[config.mk]
export PLATFORM = sky130hd
export DESIGN_NAME = integer_to_ascii_radix
export DESIGN_NICKNAME = d
export VERILOG_FILES = /design/src/sv/itar_pkg.sv /design/src/sv/integer_to_ascii_radix.sv /design/src/sv/itar_ram.sv /design/src/sv/itar_div.sv
export SDC_FILE = /design/constraint.sdc
export NUM_CORES = 1
export LEC_CHECK = 0
export BUFFER_PORTS_ARGS = -buffer_cell sky130_fd_sc_hd__buf_2
export CAP_MARGIN = 20
export CORE_MARGIN = 2
export CORE_UTILIZATION = 25
export DETAILED_ROUTE_END_ITERATION = 10
export PLACE_DENSITY_LB_ADDON = 0.2
export SLEW_MARGIN = 20
export SYNTH_ARGS = -nofsm -noshare
export SYNTH_HDL_FRONTEND = slang
export SYNTH_SLANG_ARGS = --single-unit
[constraint.sdc]
create_clock -name clk -period 3.84 [get_ports clk]
set_input_delay 0.576 -clock clk [delete_from_list [all_inputs] [get_ports clk]]
set_output_delay 0.576 -clock clk [all_outputs]
set_load 0.03 [all_outputs]
[src/sv/itar_pkg.sv]
// ----------------------------------------------------------------------------
// itar_pkg
// Types, constants and helper functions for the integer to ASCII converter.
// ----------------------------------------------------------------------------
`timescale 1ns / 1ps

package itar_pkg;

	localparam int DATA_WIDTH = 64;
	localparam int CNT_W      = $clog2(DATA_WIDTH);
	localparam int MAX_DIGITS = 64;
	localparam int ADDR_W     = $clog2(MAX_DIGITS);
	localparam int LEN_W      = 7;
	localparam int RADIX_W    = 6;
	localparam int CHAR_W     = 8;

	localparam logic [RADIX_W-1:0] RADIX_RESET = 6'd10;
	localparam logic [RADIX_W-1:0] RADIX_MIN   = 6'd2;
	localparam logic [RADIX_W-1:0] RADIX_MAX   = 6'd36;
	localparam logic [RADIX_W-1:0] RADIX_DEC   = 6'd10;

	localparam logic [CHAR_W-1:0] CHAR_ZERO  = 8'h30;
	localparam logic [CHAR_W-1:0] CHAR_A     = 8'h61;
	localparam logic [CHAR_W-1:0] CHAR_MINUS = 8'h2d;

	localparam int MODE_UNSIGNED_BIT = 0;
	localparam int MODE_WIDE_BIT     = 1;

	typedef struct packed {
		logic [63:0] value;
		logic [1:0]  mode;
	} itar_in_t;

	typedef struct packed {
		logic [CHAR_W-1:0] char_out;
		logic              last;
		logic [LEN_W-1:0]  length;
	} itar_out_t;

	typedef struct packed {
		logic done;
		logic zero;
	} itar_div_sts_t;

	function automatic logic [RADIX_W-1:0] eff_radix(input logic [RADIX_W-1:0] r);
		logic [RADIX_W-1:0] res;
		res = r;
		if (r < RADIX_MIN) begin
			res = RADIX_MIN;
		end else if (r > RADIX_MAX) begin
			res = RADIX_MAX;
		end
		return res;
	endfunction

	function automatic logic [CHAR_W-1:0] digit_char(input logic [RADIX_W-1:0] d);
		logic [CHAR_W-1:0] c;
		if (d < 6'd10) begin
			c = CHAR_ZERO + CHAR_W'(d);
		end else begin
			c = CHAR_A + CHAR_W'(d) - 8'd10;
		end
		return c;
	endfunction

endpackage

[src/sv/integer_to_ascii_radix.sv]
// ----------------------------------------------------------------------------
// integer_to_ascii_radix
// Converts one integer to its ASCII digits in a programmable radix.
// ----------------------------------------------------------------------------
// A transaction is taken when start is high and busy is low. Each digit costs one pass of
// the shared bit-serial divider, and each character is then read back from the digit buffer
// (ST_RD, then ST_OUT), with a minus sign sent from ST_SIGN ahead of the digits. Characters
// come out most significant first on result, each for one cycle with result_strobe high;
// the last one is shown in the first cycle with busy low, and the receiver must take them
// as they come.
`timescale 1ns / 1ps

module integer_to_ascii_radix (
	input  logic                          clk,
	input  logic                          arst_n,
	input  logic                          start,
	output logic                          busy,
	input  itar_pkg::itar_in_t            operand,
	output logic                          result_strobe,
	output itar_pkg::itar_out_t           result,
	input  logic                          cfg_we,
	input  logic [itar_pkg::RADIX_W-1:0]  cfg_wdata
);

	typedef enum logic [4:0] {
		ST_IDLE = 5'b00001,
		ST_DIV  = 5'b00010,
		ST_SIGN = 5'b00100,
		ST_RD   = 5'b01000,
		ST_OUT  = 5'b10000
	} state_t;

	state_t                          state_q;
	logic [itar_pkg::RADIX_W-1:0]    radix_q;
	logic                            neg_q;
	logic [itar_pkg::ADDR_W:0]       nd_q;
	logic [itar_pkg::ADDR_W-1:0]     rd_ptr_q;
	logic                            strobe_q;
	itar_pkg::itar_out_t             result_q;

	logic                            accept;
	logic [itar_pkg::RADIX_W-1:0]    radix_eff;
	logic [itar_pkg::DATA_WIDTH-1:0] sel_val;
	logic                            sign_bit;
	logic                            is_neg;
	logic [itar_pkg::DATA_WIDTH-1:0] neg_val;
	logic [itar_pkg::DATA_WIDTH-1:0] start_val;
	logic                            div_load;
	logic [itar_pkg::DATA_WIDTH-1:0] div_dividend;
	logic [itar_pkg::DATA_WIDTH-1:0] div_quotient;
	logic [itar_pkg::RADIX_W-1:0]    div_rem;
	itar_pkg::itar_div_sts_t         div_sts;
	logic                            buf_we;
	logic [itar_pkg::CHAR_W-1:0]     buf_rdata;
	logic [itar_pkg::LEN_W-1:0]      total;

	assign accept    = start && (state_q == ST_IDLE);
	assign busy      = (state_q != ST_IDLE);
	assign radix_eff = itar_pkg::eff_radix(radix_q);

	always_comb begin
		if (operand.mode[itar_pkg::MODE_WIDE_BIT]) begin
			sel_val  = operand.value[itar_pkg::DATA_WIDTH-1:0];
			sign_bit = sel_val[itar_pkg::DATA_WIDTH-1];
			neg_val  = ~sel_val + 1'b1;
		end else begin
			sel_val  = itar_pkg::DATA_WIDTH'(operand.value[31:0]);
			sign_bit = sel_val[31];
			neg_val  = itar_pkg::DATA_WIDTH'(32'(~sel_val[31:0] + 32'd1));
		end
		is_neg    = !operand.mode[itar_pkg::MODE_UNSIGNED_BIT] && sign_bit &&
			(radix_eff == itar_pkg::RADIX_DEC);
		start_val = is_neg ? neg_val : sel_val;
	end

	assign div_load     = accept || ((state_q == ST_DIV) && div_sts.done && !div_sts.zero);
	assign div_dividend = accept ? start_val : div_quotient;
	assign buf_we       = (state_q == ST_DIV) && div_sts.done;
	assign total        = itar_pkg::LEN_W'(nd_q) + itar_pkg::LEN_W'(neg_q);

	itar_div u_div (
		.clk       (clk),
		.arst_n    (arst_n),
		.load      (div_load),
		.dividend  (div_dividend),
		.divisor   (radix_eff),
		.quotient  (div_quotient),
		.remainder (div_rem),
		.status    (div_sts)
	);

	itar_ram #(
		.WIDTH (itar_pkg::CHAR_W),
		.DEPTH (itar_pkg::MAX_DIGITS)
	) u_buf (
		.clk   (clk),
		.we    (buf_we),
		.waddr (nd_q[itar_pkg::ADDR_W-1:0]),
		.wdata (itar_pkg::digit_char(div_rem)),
		.raddr (rd_ptr_q),
		.rdata (buf_rdata)
	);

	always_ff @(posedge clk or negedge arst_n) begin
		if (!arst_n) begin
			state_q  <= ST_IDLE;
			radix_q  <= itar_pkg::RADIX_RESET;
			neg_q    <= 1'b0;
			nd_q     <= '0;
			rd_ptr_q <= '0;
			strobe_q <= 1'b0;
		end else begin
			strobe_q <= 1'b0;
			if (cfg_we) begin
				radix_q <= cfg_wdata;
			end
			case (state_q)
				ST_IDLE: begin
					if (start) begin
						neg_q   <= is_neg;
						nd_q    <= '0;
						state_q <= ST_DIV;
					end
				end
				ST_DIV: begin
					if (div_sts.done) begin
						nd_q <= nd_q + 1'b1;
						if (div_sts.zero) begin
							rd_ptr_q <= nd_q[itar_pkg::ADDR_W-1:0];
							state_q  <= neg_q ? ST_SIGN : ST_RD;
						end
					end
				end
				ST_SIGN: begin
					strobe_q <= 1'b1;
					state_q  <= ST_RD;
				end
				ST_RD: begin
					state_q <= ST_OUT;
				end
				ST_OUT: begin
					strobe_q <= 1'b1;
					if (rd_ptr_q == '0) begin
						state_q <= ST_IDLE;
					end else begin
						rd_ptr_q <= rd_ptr_q - 1'b1;
						state_q  <= ST_RD;
					end
				end
				default: begin
					state_q <= ST_IDLE;
				end
			endcase
		end
	end

	always_ff @(posedge clk) begin
		if (state_q == ST_SIGN) begin
			result_q.char_out <= itar_pkg::CHAR_MINUS;
			result_q.last     <= 1'b0;
			result_q.length   <= '0;
		end else if (state_q == ST_OUT) begin
			result_q.char_out <= buf_rdata;
			result_q.last     <= (rd_ptr_q == '0);
			result_q.length   <= (rd_ptr_q == '0) ? total : '0;
		end
	end

	assign result_strobe = strobe_q;
	assign result        = result_q;

endmodule

[src/sv/itar_ram.sv]
// ----------------------------------------------------------------------------
// itar_ram
// Generic single-write, single-read RAM with registered read data.
// ----------------------------------------------------------------------------
`timescale 1ns / 1ps

module itar_ram #(
	parameter int WIDTH = 8,
	parameter int DEPTH = 64
) (
	input  logic                     clk,
	input  logic                     we,
	input  logic [$clog2(DEPTH)-1:0] waddr,
	input  logic [WIDTH-1:0]         wdata,
	input  logic [$clog2(DEPTH)-1:0] raddr,
	output logic [WIDTH-1:0]         rdata
);

	logic [WIDTH-1:0] mem [DEPTH];
	logic [WIDTH-1:0] rdata_q;

	always_ff @(posedge clk) begin
		if (we) begin
			mem[waddr] <= wdata;
		end
		rdata_q <= mem[raddr];
	end

	assign rdata = rdata_q;

endmodule

[src/sv/itar_div.sv]
// ----------------------------------------------------------------------------
// itar_div
// Bit-serial restoring divider: one quotient bit per cycle.
// ----------------------------------------------------------------------------
`timescale 1ns / 1ps

module itar_div (
	input  logic                                 clk,
	input  logic                                 arst_n,
	input  logic                                 load,
	input  logic [itar_pkg::DATA_WIDTH-1:0]      dividend,
	input  logic [itar_pkg::RADIX_W-1:0]         divisor,
	output logic [itar_pkg::DATA_WIDTH-1:0]      quotient,
	output logic [itar_pkg::RADIX_W-1:0]         remainder,
	output itar_pkg::itar_div_sts_t              status
);

	logic [itar_pkg::DATA_WIDTH-1:0] quo_q;
	logic [itar_pkg::RADIX_W-1:0]    rem_q;
	logic [itar_pkg::RADIX_W-1:0]    dvs_q;
	logic [itar_pkg::CNT_W-1:0]      cnt_q;
	logic                            run_q;
	logic                            done_q;
	logic [itar_pkg::RADIX_W:0]      trial;
	logic                            ge;
	logic [itar_pkg::RADIX_W:0]      diff;

	assign trial = {rem_q, quo_q[itar_pkg::DATA_WIDTH-1]};
	assign ge    = trial >= {1'b0, dvs_q};
	assign diff  = trial - {1'b0, dvs_q};

	always_ff @(posedge clk or negedge arst_n) begin
		if (!arst_n) begin
			run_q  <= 1'b0;
			done_q <= 1'b0;
			cnt_q  <= '0;
		end else begin
			done_q <= 1'b0;
			if (load) begin
				run_q <= 1'b1;
				cnt_q <= '0;
			end else if (run_q) begin
				cnt_q <= cnt_q + 1'b1;
				if (cnt_q == itar_pkg::CNT_W'(itar_pkg::DATA_WIDTH - 1)) begin
					run_q  <= 1'b0;
					done_q <= 1'b1;
				end
			end
		end
	end

	always_ff @(posedge clk) begin
		if (load) begin
			quo_q <= dividend;
			rem_q <= '0;
			dvs_q <= divisor;
		end else if (run_q) begin
			quo_q <= {quo_q[itar_pkg::DATA_WIDTH-2:0], ge};
			rem_q <= ge ? diff[itar_pkg::RADIX_W-1:0] : trial[itar_pkg::RADIX_W-1:0];
		end
	end

	assign quotient    = quo_q;
	assign remainder   = rem_q;
	assign status.done = done_q;
	assign status.zero = (quo_q == '0);

endmodule

==> implementation parameters, run 1 <==
Parameter                              Value

Status
  Outcome ... complete, no violations

Timing
  Measured slew at the worst slew-check pin ... 1000 ps
  RSZ-0062 raised after global routing ... no
  Worst Skew ... 33.7 ps
  Final TNS setup ... 0 ps
  Final Setup Violations ... 0
  Final slew viol count ... 0
  Post-Route Hold Slack ... 94.8 ps
  Hold violation count in the final report ... 0
  Slew Limit Headroom ... 33.0%
  Max Clock Freq ... 312 MHz
  Shortest clock period the worst path allows after layout ... 3210 ps
  Final Worst Setup Slack ... 633 ps
  Post-route fraction of the period consumed by the critical path ... 83.5%

Synthesis
  Synth warnings ... 0
  Top cell type by total area after synthesis ... edfxtp_1
  Number of flops mapped to enable cells by yosys ... 582
  Synth cell types ... 71
  Syn nets ... 1773
  Primary flip-flop cell chosen by synthesis mapping ... edfxtp_1
  Fraction of the yosys area taken by sequential cells ... 68.9%
  Syn avg cell area ... 16.4 um^2
  Number of synthesized register bits ... 646
  Share of async-settable or async-resettable flops after synthesis ... 5.26%
  Share of the synthesized area in the top cell type ... 63.6%
  Combined area of all synthesized cells ... 27500 um^2
  Count of mapped cells out of synthesis ... 1679
  Synth area leaders ... edfxtp_1, mux4_2, dfrtp_1, dfxtp_1, nor2_1

Critical path
  Count of cell instances traversed by the critical path ... 6
  Category of the worst setup path capture point ... register
  CP startpoint ... state_q[2]
  Worst setup endpoint ... u_buf.mem[48][3]
  WP buf/inv ... 0
  Worst path max stage delay ... 770 ps
  Startpoint of the worst-slack reg-to-reg timing path ... state_q[2]
  Setup CP Type ... reg -> reg
  Worst-path maximum fanout ... 8
  Cell repeated most along the worst path ... nor2_1
  R2R Path End ... u_buf.mem[48][3]
  Critical path arrival ... 3430 ps
  Sort of element at the start of the critical path ... register
  Register-to-register setup slack ... 630 ps
  Cell family with the largest share of critical-path delay ... simple AND/OR/NAND/NOR gates
  Required time reported for the critical path endpoint ... 4060 ps
  Worst Reg2Reg Path Length in Cells ... 6
  Cell chain of the critical path ... or3_1 > nor2_1 > nand2_1 > nor2_1 > nand2_1 > nor2_1
  Critical path's slowest cell ... nor2_1

Placed design
  Area of placed instances ... 30300 um^2
  Hpwl dp ... 48100 um
  Input/output buffers ... 93
  Setup slack after placement ... 578 ps
  Global placement routability congestion ... 0.837

Route
  Initial DRC Count ... 1299
  Remaining design rule violation count ... 0
  Final antenna-violating net count ... 0
  Total Routed Length ... 73400 um
  WL per Instance ... 22.0 um
  1st-pass router iterations ... 5
  Drt via density ... 4.68
  Total number of vias ... 15600

Clocking
  CTS tree ... yes
  Deepest level of the CTS H-tree ... 3
  Source-to-sink clock delay at the later pin of the worst-skew pair ... 620 ps
  Number of hold-repair buffers added at the cts stage ... 0
  Setup fix buffers added after clock tree synthesis ... 0
  Clock slew at reported path FFs ... 60 ps
  Number of clock sinks ... 646
  Clock root buffer ... clkbuf_16
  Cells resized by post-CTS repair ... 0
  Buffer depth of the longest clock path ... 3
  Number of clock buffers inserted by TritonCTS ... 73

Cells and area
  Footprint of the multi-input gates ... 8160 um^2
  Area growth, synth to finish ... 18.8%
  Final instance area ... 32600 um^2
  Fill cell count ... 10800
  Share of cells above drive strength 1 ... 25.8%
  Total area of sequential cells ... 18900 um^2
  Net count reported at finish ... 1953

Power
  Leak pwr ... 0.0107 uW
  Power density relative to cell area ... 756 nW/um^2
  Max IR drop VDD ... 0.000537 V

GRT
  Remaining Overflow, GRT ... 0
  M3 GR Usage ... 2.79%
  Number of global-route vias before repair ... 16000
  GR met2 Demand/Resource ... 20.0%
  Total GRT Usage ... 12.9%
  Global-route met1 utilization ... 18.3%
  Antenna violations before repair ... 2
  First-pass GRT wire length ... 108000 um
  Layer with the highest usage after global routing ... met2
  Largest net degree at the start of global routing ... 102

Die
  Starting Density ... 25.2%
  Width of the chip ... 336 um
  Row cnt ... 121
  Die extent in y ... 336 um
  Core Footprint ... 109000 um^2
  Full die area ... 113000 um^2
  Number of top-level design ports ... 94

Worst hold path
  Worst hold path class ... in -> async

Run
  Maximum Capacitance Violations ... 0
-- sequential cells by signal, indices dropped and copies added, names as in the netlist --
register / flops
nd_q: 7
neg_q: 1
radix_q: 6
rd_ptr_q: 6
result: 16
result_strobe: 1
state_q: 5
u_buf.mem: 512
u_buf.rdata: 8
u_div.cnt_q: 6
u_div.done_q: 1
u_div.dvs_q: 6
u_div.quotient: 64
u_div.remainder: 6
u_div.run_q: 1
-- how the worst min path moves through the flow --
stage | startpoint | endpoint | slack, ps | cells after the start
6_report | arst_n | radix_q[5] | 90 | 1
5_1_grt | arst_n | radix_q[5] | 140 | 1
4_1_cts | arst_n | radix_q[0] | 100 | 1
3_5_place_dp | result[12] | result[12] | 450 | 2
3_3_place_gp | result[4] | result[4] | 450 | 2
2_1_floorplan | arst_n | nd_q[0] | 280 | 0
-- kinds of logic after synthesis --
| group | after synthesis | share of synthesized area, % |
|---|---|---|
| buffers and inverters | 111 | 1.67 |
| DFF | 646 | 68.9 |
| muxes | 170 | 13.5 |
| AOI/OAI and AO/OA | 201 | 4.54 |
| adders and majority gates | 19 | 0.883 |
| and+or+nand+nor | 453 | 7.98 |
| xor gates and xnor gates | 79 | 2.52 |
-- layout make-up --
class                           count  share of cell area (%)
Antenna cell                        1                 0.00767
Multi-Input combinational cell    922                    25.0
Inverter                           30                   0.345
Tap cell                         1414                    5.42
Sequential cell                   646                    58.0
Timing Repair Buffer              186                    4.03
Clock buffer                      104                    6.36
Clock inverter                     28                   0.797
-- cells in the mapped netlist, types with 6 or more instances --
cell type,instances
a21oi_1,35
a31oi_1,16
and3_1,10
buf_1,11
buf_2,14
clkbuf_1,53
dfrtp_1,31
dfxtp_1,30
edfxtp_1,582
ha_1,17
inv_1,30
mux2_2,6
mux4_2,160
nand2_1,126
nand2b_1,9
nand3_1,25
nand4_1,16
nor2_1,148
nor2b_1,6
nor3_1,23
nor4_1,32
o21ai_0,66
o21ai_1,6
o22ai_1,15
o31ai_1,20
or2_2,6
or3_1,12
or4_1,7
xnor2_1,46
xor2_1,33
-- per-stage QoR --
stage               utilization (%)  std cells  power [uW]
floorplan                         -       1679       15000
global placement               27.8       3198       18100
detailed placement             27.8       3198       18200
CTS                            29.9       3330       25100
global route                   29.9       3330       25800
finish                         29.9       3331       24700
-- worst register-to-register path: cells and delay by family, from the launching register on --
| kind | cells | cell delay [ps] |
|---|---|---|
| simple gates | 6 | 2410 |
| flops | 1 | 410 |
-- placed cells by master (no fill, tap or decap), drive strengths merged, types with 20 or more instances in the layout --
master,netlist,layout
clkinv,0,20
nor4,35,35
xnor2,46,46
edfxtp,582,582
dfxtp,30,30
xor2,33,33
nand2,126,126
nor3,25,25
buf,27,186
nor2,148,148
a21oi,35,35
clkbuf,54,104
o21ai,72,72
dfrtp,31,31
o31ai,21,21
inv,30,34
nand3,25,25
mux4,160,160
-- per-layer routing --
layer  share of wire (%)  up-vias
li1                    -     7023
met3                 4.8      109
met5                   0        -
met1                  47     8120
met4                 2.6        0
met2                  45      353
-- power by group --
group	internal [uW]	total, uW	switching [uW]
registers	10100	10600	501
logic	2610	7270	4670
clock network	3980	6800	2810
total	16700	24700	7980
No activity file was read; power rests on OpenSTA's default activity.
==> run 2, diff against run 1 <==
==> constraint.sdc (replaced) <==
create_clock -name clk -period 2.98 [get_ports clk]
set_input_delay 0.447 -clock clk [delete_from_list [all_inputs] [get_ports clk]]
set_output_delay 0.447 -clock clk [all_outputs]
set_load 0.03 [all_outputs]
==> run 2 against run 1 <==
Compared with the run above:
- non-clock buffer count rose by 65
- design area rose by 2.0%
- sequential share of layout area fell by 1.1 points
- fmax rose by 17%
- via count rose by 0.54%
- first-iteration DRC count fell by 19%
- critical endpoint is now u_buf.rdata[1]
- largest power group unchanged
==> implementation parameters, run 2 (synthesized netlist as in run 1, its figures left out) <==
Parameter                              Value

Status
  Outcome ... complete, no violations (unchanged)

Die
  Width of the chip ... 336 um (unchanged)
  Starting Density ... 25.2% (unchanged)
  Row cnt ... 121 (unchanged)
  Full die area ... 113000 um^2 (unchanged)
  Core Footprint ... 109000 um^2 (unchanged)
  Number of top-level design ports ... 94 (unchanged)
  Die extent in y ... 336 um (unchanged)

Route
  Initial DRC Count ... 1050 (was 1299)
  Total Routed Length ... 71300 um (was 73400 um)
  WL met3 ... 3960 um (was 3510 um)
  Final antenna-violating net count ... 0 (unchanged)
  Total number of vias ... 15700 (was 15600)
  Max layer used ... met5 (was met4)
  Sum of met2 wire segment lengths after detailed routing ... 33100 um (was 33300 um)
  1st-pass router iterations ... 5 (unchanged)
  Sum of routed wire segments on met1 ... 32400 um (was 34700 um)
  WL per Instance ... 21.0 um (was 22.0 um)
  Drt via density ... 4.62 (was 4.68)
  Remaining design rule violation count ... 0 (unchanged)

Power
  Switching component of the power ... 10400 uW (was 7980 uW)
  Switch share ... 32.2% (was 32.4%)
  Max IR drop VDD ... 0.000848 V (was 0.000537 V)
  Power density relative to cell area ... 970 nW/um^2 (was 756 nW/um^2)
  Cell Int Power ... 21900 uW (was 16700 uW)
  Total chip power ... 32300 uW (was 24700 uW)
  Relative contribution of combinational cells to total power ... 30.7% (was 29.5%)
  Leak pwr ... 0.0111 uW (was 0.0107 uW)
  Part of the total power dissipated in sequential elements ... 42.1% (was 42.9%)
  Share of total power in the clock network ... 27.2% (was 27.6%)

Critical path
  Setup CP Type ... reg -> reg (unchanged)
  Category of the worst setup path capture point ... register (unchanged)
  WP buf/inv ... 2 (was 0)
  Worst-path maximum fanout ... 23 (was 8)
  Required time reported for the critical path endpoint ... 3440 ps (was 4060 ps)
  Critical path's slowest cell ... dfrtp_4 (was nor2_1)
  Critical path arrival ... 3200 ps (was 3430 ps)
  Cell chain of the critical path ... buf_12 > buf_12 > mux4_2 > mux4_2 > mux2i_1 > a21oi_1 (was or3_1 > nor2_1 > nand2_1 > nor2_1 > nand2_1 > nor2_1)
  Worst path max stage delay ... 610 ps (was 770 ps)
  Sort of element at the start of the critical path ... register (unchanged)
  Cell family with the largest share of critical-path delay ... multiplexers (was simple AND/OR/NAND/NOR gates)

Clocking
  Clock root buffer ... clkbuf_16 (unchanged)
  Number of clock buffers inserted by TritonCTS ... 74 (was 73)
  CTS tree ... yes (unchanged)
  Number of hold-repair buffers added at the cts stage ... 3 (was 0)
  Source-to-sink clock delay at the later pin of the worst-skew pair ... 640 ps (was 620 ps)
  Clock slew at reported path FFs ... 60 ps (about the same)
  Buffer depth of the longest clock path ... 3 (unchanged)
  Setup fix buffers added after clock tree synthesis ... 0 (unchanged)
  Number of clock sinks ... 646 (unchanged)
  Deepest level of the CTS H-tree ... 3 (unchanged)
  Cells resized by post-CTS repair ... 0 (unchanged)

Worst hold path
  Worst hold path class ... in -> reg (was in -> async)

Cells and area
  Final core area utilization ... 30.5% (was 29.9%)
  Net count reported at finish ... 2019 (was 1953)
  Most frequent standard cell in the layout excluding fill and tap cells ... edfxtp_1 (unchanged)
  Share of cells above drive strength 1 ... 27.9% (was 25.8%)
  Area growth, synth to finish ... 21.2% (was 18.8%)
  Flip-flop count of the largest register, all copies and words added ... 512 (unchanged)
  Most flop-heavy register ... u_buf.mem (unchanged)
  Finished Layout Cells ... 3398 (was 3331)
  Highest-count cells in the layout ignoring fill and taps ... edfxtp_1, mux4_2, nor2_1, buf_4, nand2_1 (was edfxtp_1, mux4_2, nor2_1, nand2_1, buf_2)
  Count of antenna diodes in the layout ... 0 (was 1)
  Fill cell count ... 10800 (about the same)

Timing
  Final slew viol count ... 0 (unchanged)
  Hold violation count in the final report ... 0 (unchanged)
  Slew Limit Headroom ... 34.0% (was 33.0%)
  Final Setup Violations ... 0 (unchanged)
  Post-Route Hold Slack ... 59.2 ps (was 94.8 ps)
  Shortest clock period the worst path allows after layout ... 2740 ps (was 3210 ps)
  RSZ-0062 raised after global routing ... no (unchanged)
  Max Clock Freq ... 365 MHz (was 312 MHz)
  Measured slew at the worst slew-check pin ... 986 ps (was 1000 ps)
  Post-route fraction of the period consumed by the critical path ... 91.9% (was 83.5%)
  Worst Skew ... 38.0 ps (was 33.7 ps)

GRT
  Remaining Overflow, GRT ... 0 (unchanged)
  Largest net degree at the start of global routing ... 65 (was 102)
  Total GRT Usage ... 12.8% (was 12.9%)
  First-pass GRT wire length ... 107000 um (was 108000 um)
  Number of global-route vias before repair ... 16300 (was 16000)
  Antenna violations before repair ... 1 (was 2)

Placed design
  Global placement routability congestion ... 0.826 (was 0.837)
  Input/output buffers ... 93 (unchanged)
  Placed cell count ... 3260 (was 3198)
  Hpwl dp ... 47800 um (was 48100 um)

Run
  Maximum Capacitance Violations ... 0 (unchanged)
## run 2: layer usage
| metal | up-vias | track usage [%] |
|---|---|---|
| met2 | 379 | 20.1 |
| met4 | 2 | 3.90 |
| li1 | 7168 | - |
| met1 | 8025 | 17.4 |
| met3 | 116 | 2.97 |
| met5 | - | 0 |
## run 2: power by group through the flow
stage	logic, uW	registers (uW)	clock network (uW)
global placement	9940	13800	0
finish	9910	13600	8780
global route	10800	13700	9420
detailed placement	10100	13800	0
floorplan	5680	13700	0
CTS	10200	13600	9070
## run 2: final cells by class
type	count	area [um^2]	area share [%]
clock buffers	101	2030	6.09
repair buffers	251	1930	5.81
multi-input cells	922	8190	24.6
well taps	1414	1770	5.31
flip-flops and latches	646	18900	56.9
clock inverters	34	315	0.947
inverters	30	113	0.338
## run 2: metrics by stage
| stage | cell area [um^2] | setup TNS [ps] | worst slack, ps |
|---|---|---|---|
| 2_1_floorplan | 27500 | -44620 | -327 |
| 3_3_place_gp | 30900 | 0 | 92.2 |
| 3_5_place_dp | 30900 | 0 | 90.0 |
| 4_1_cts | 33300 | 0 | 170 |
| 5_1_grt | 33300 | 0 | 78.3 |
| 6_report | 33300 | 0 | 241 |
## run 2: final timing paths
path	start	endpoint	slack [ps]	depth (start not counted)
max	rd_ptr_q[0]	u_buf.rdata[1]	240	6
min	cfg_wdata[4]	radix_q[4]	60	2
max reg2reg	rd_ptr_q[0]	u_buf.rdata[1]	240	6
min reg2reg	u_buf.rdata[4]	result[12]	450	2
max in group asynchronous	arst_n	rd_ptr_q[0]	1780	2
min in group asynchronous	arst_n	radix_q[4]	490	2
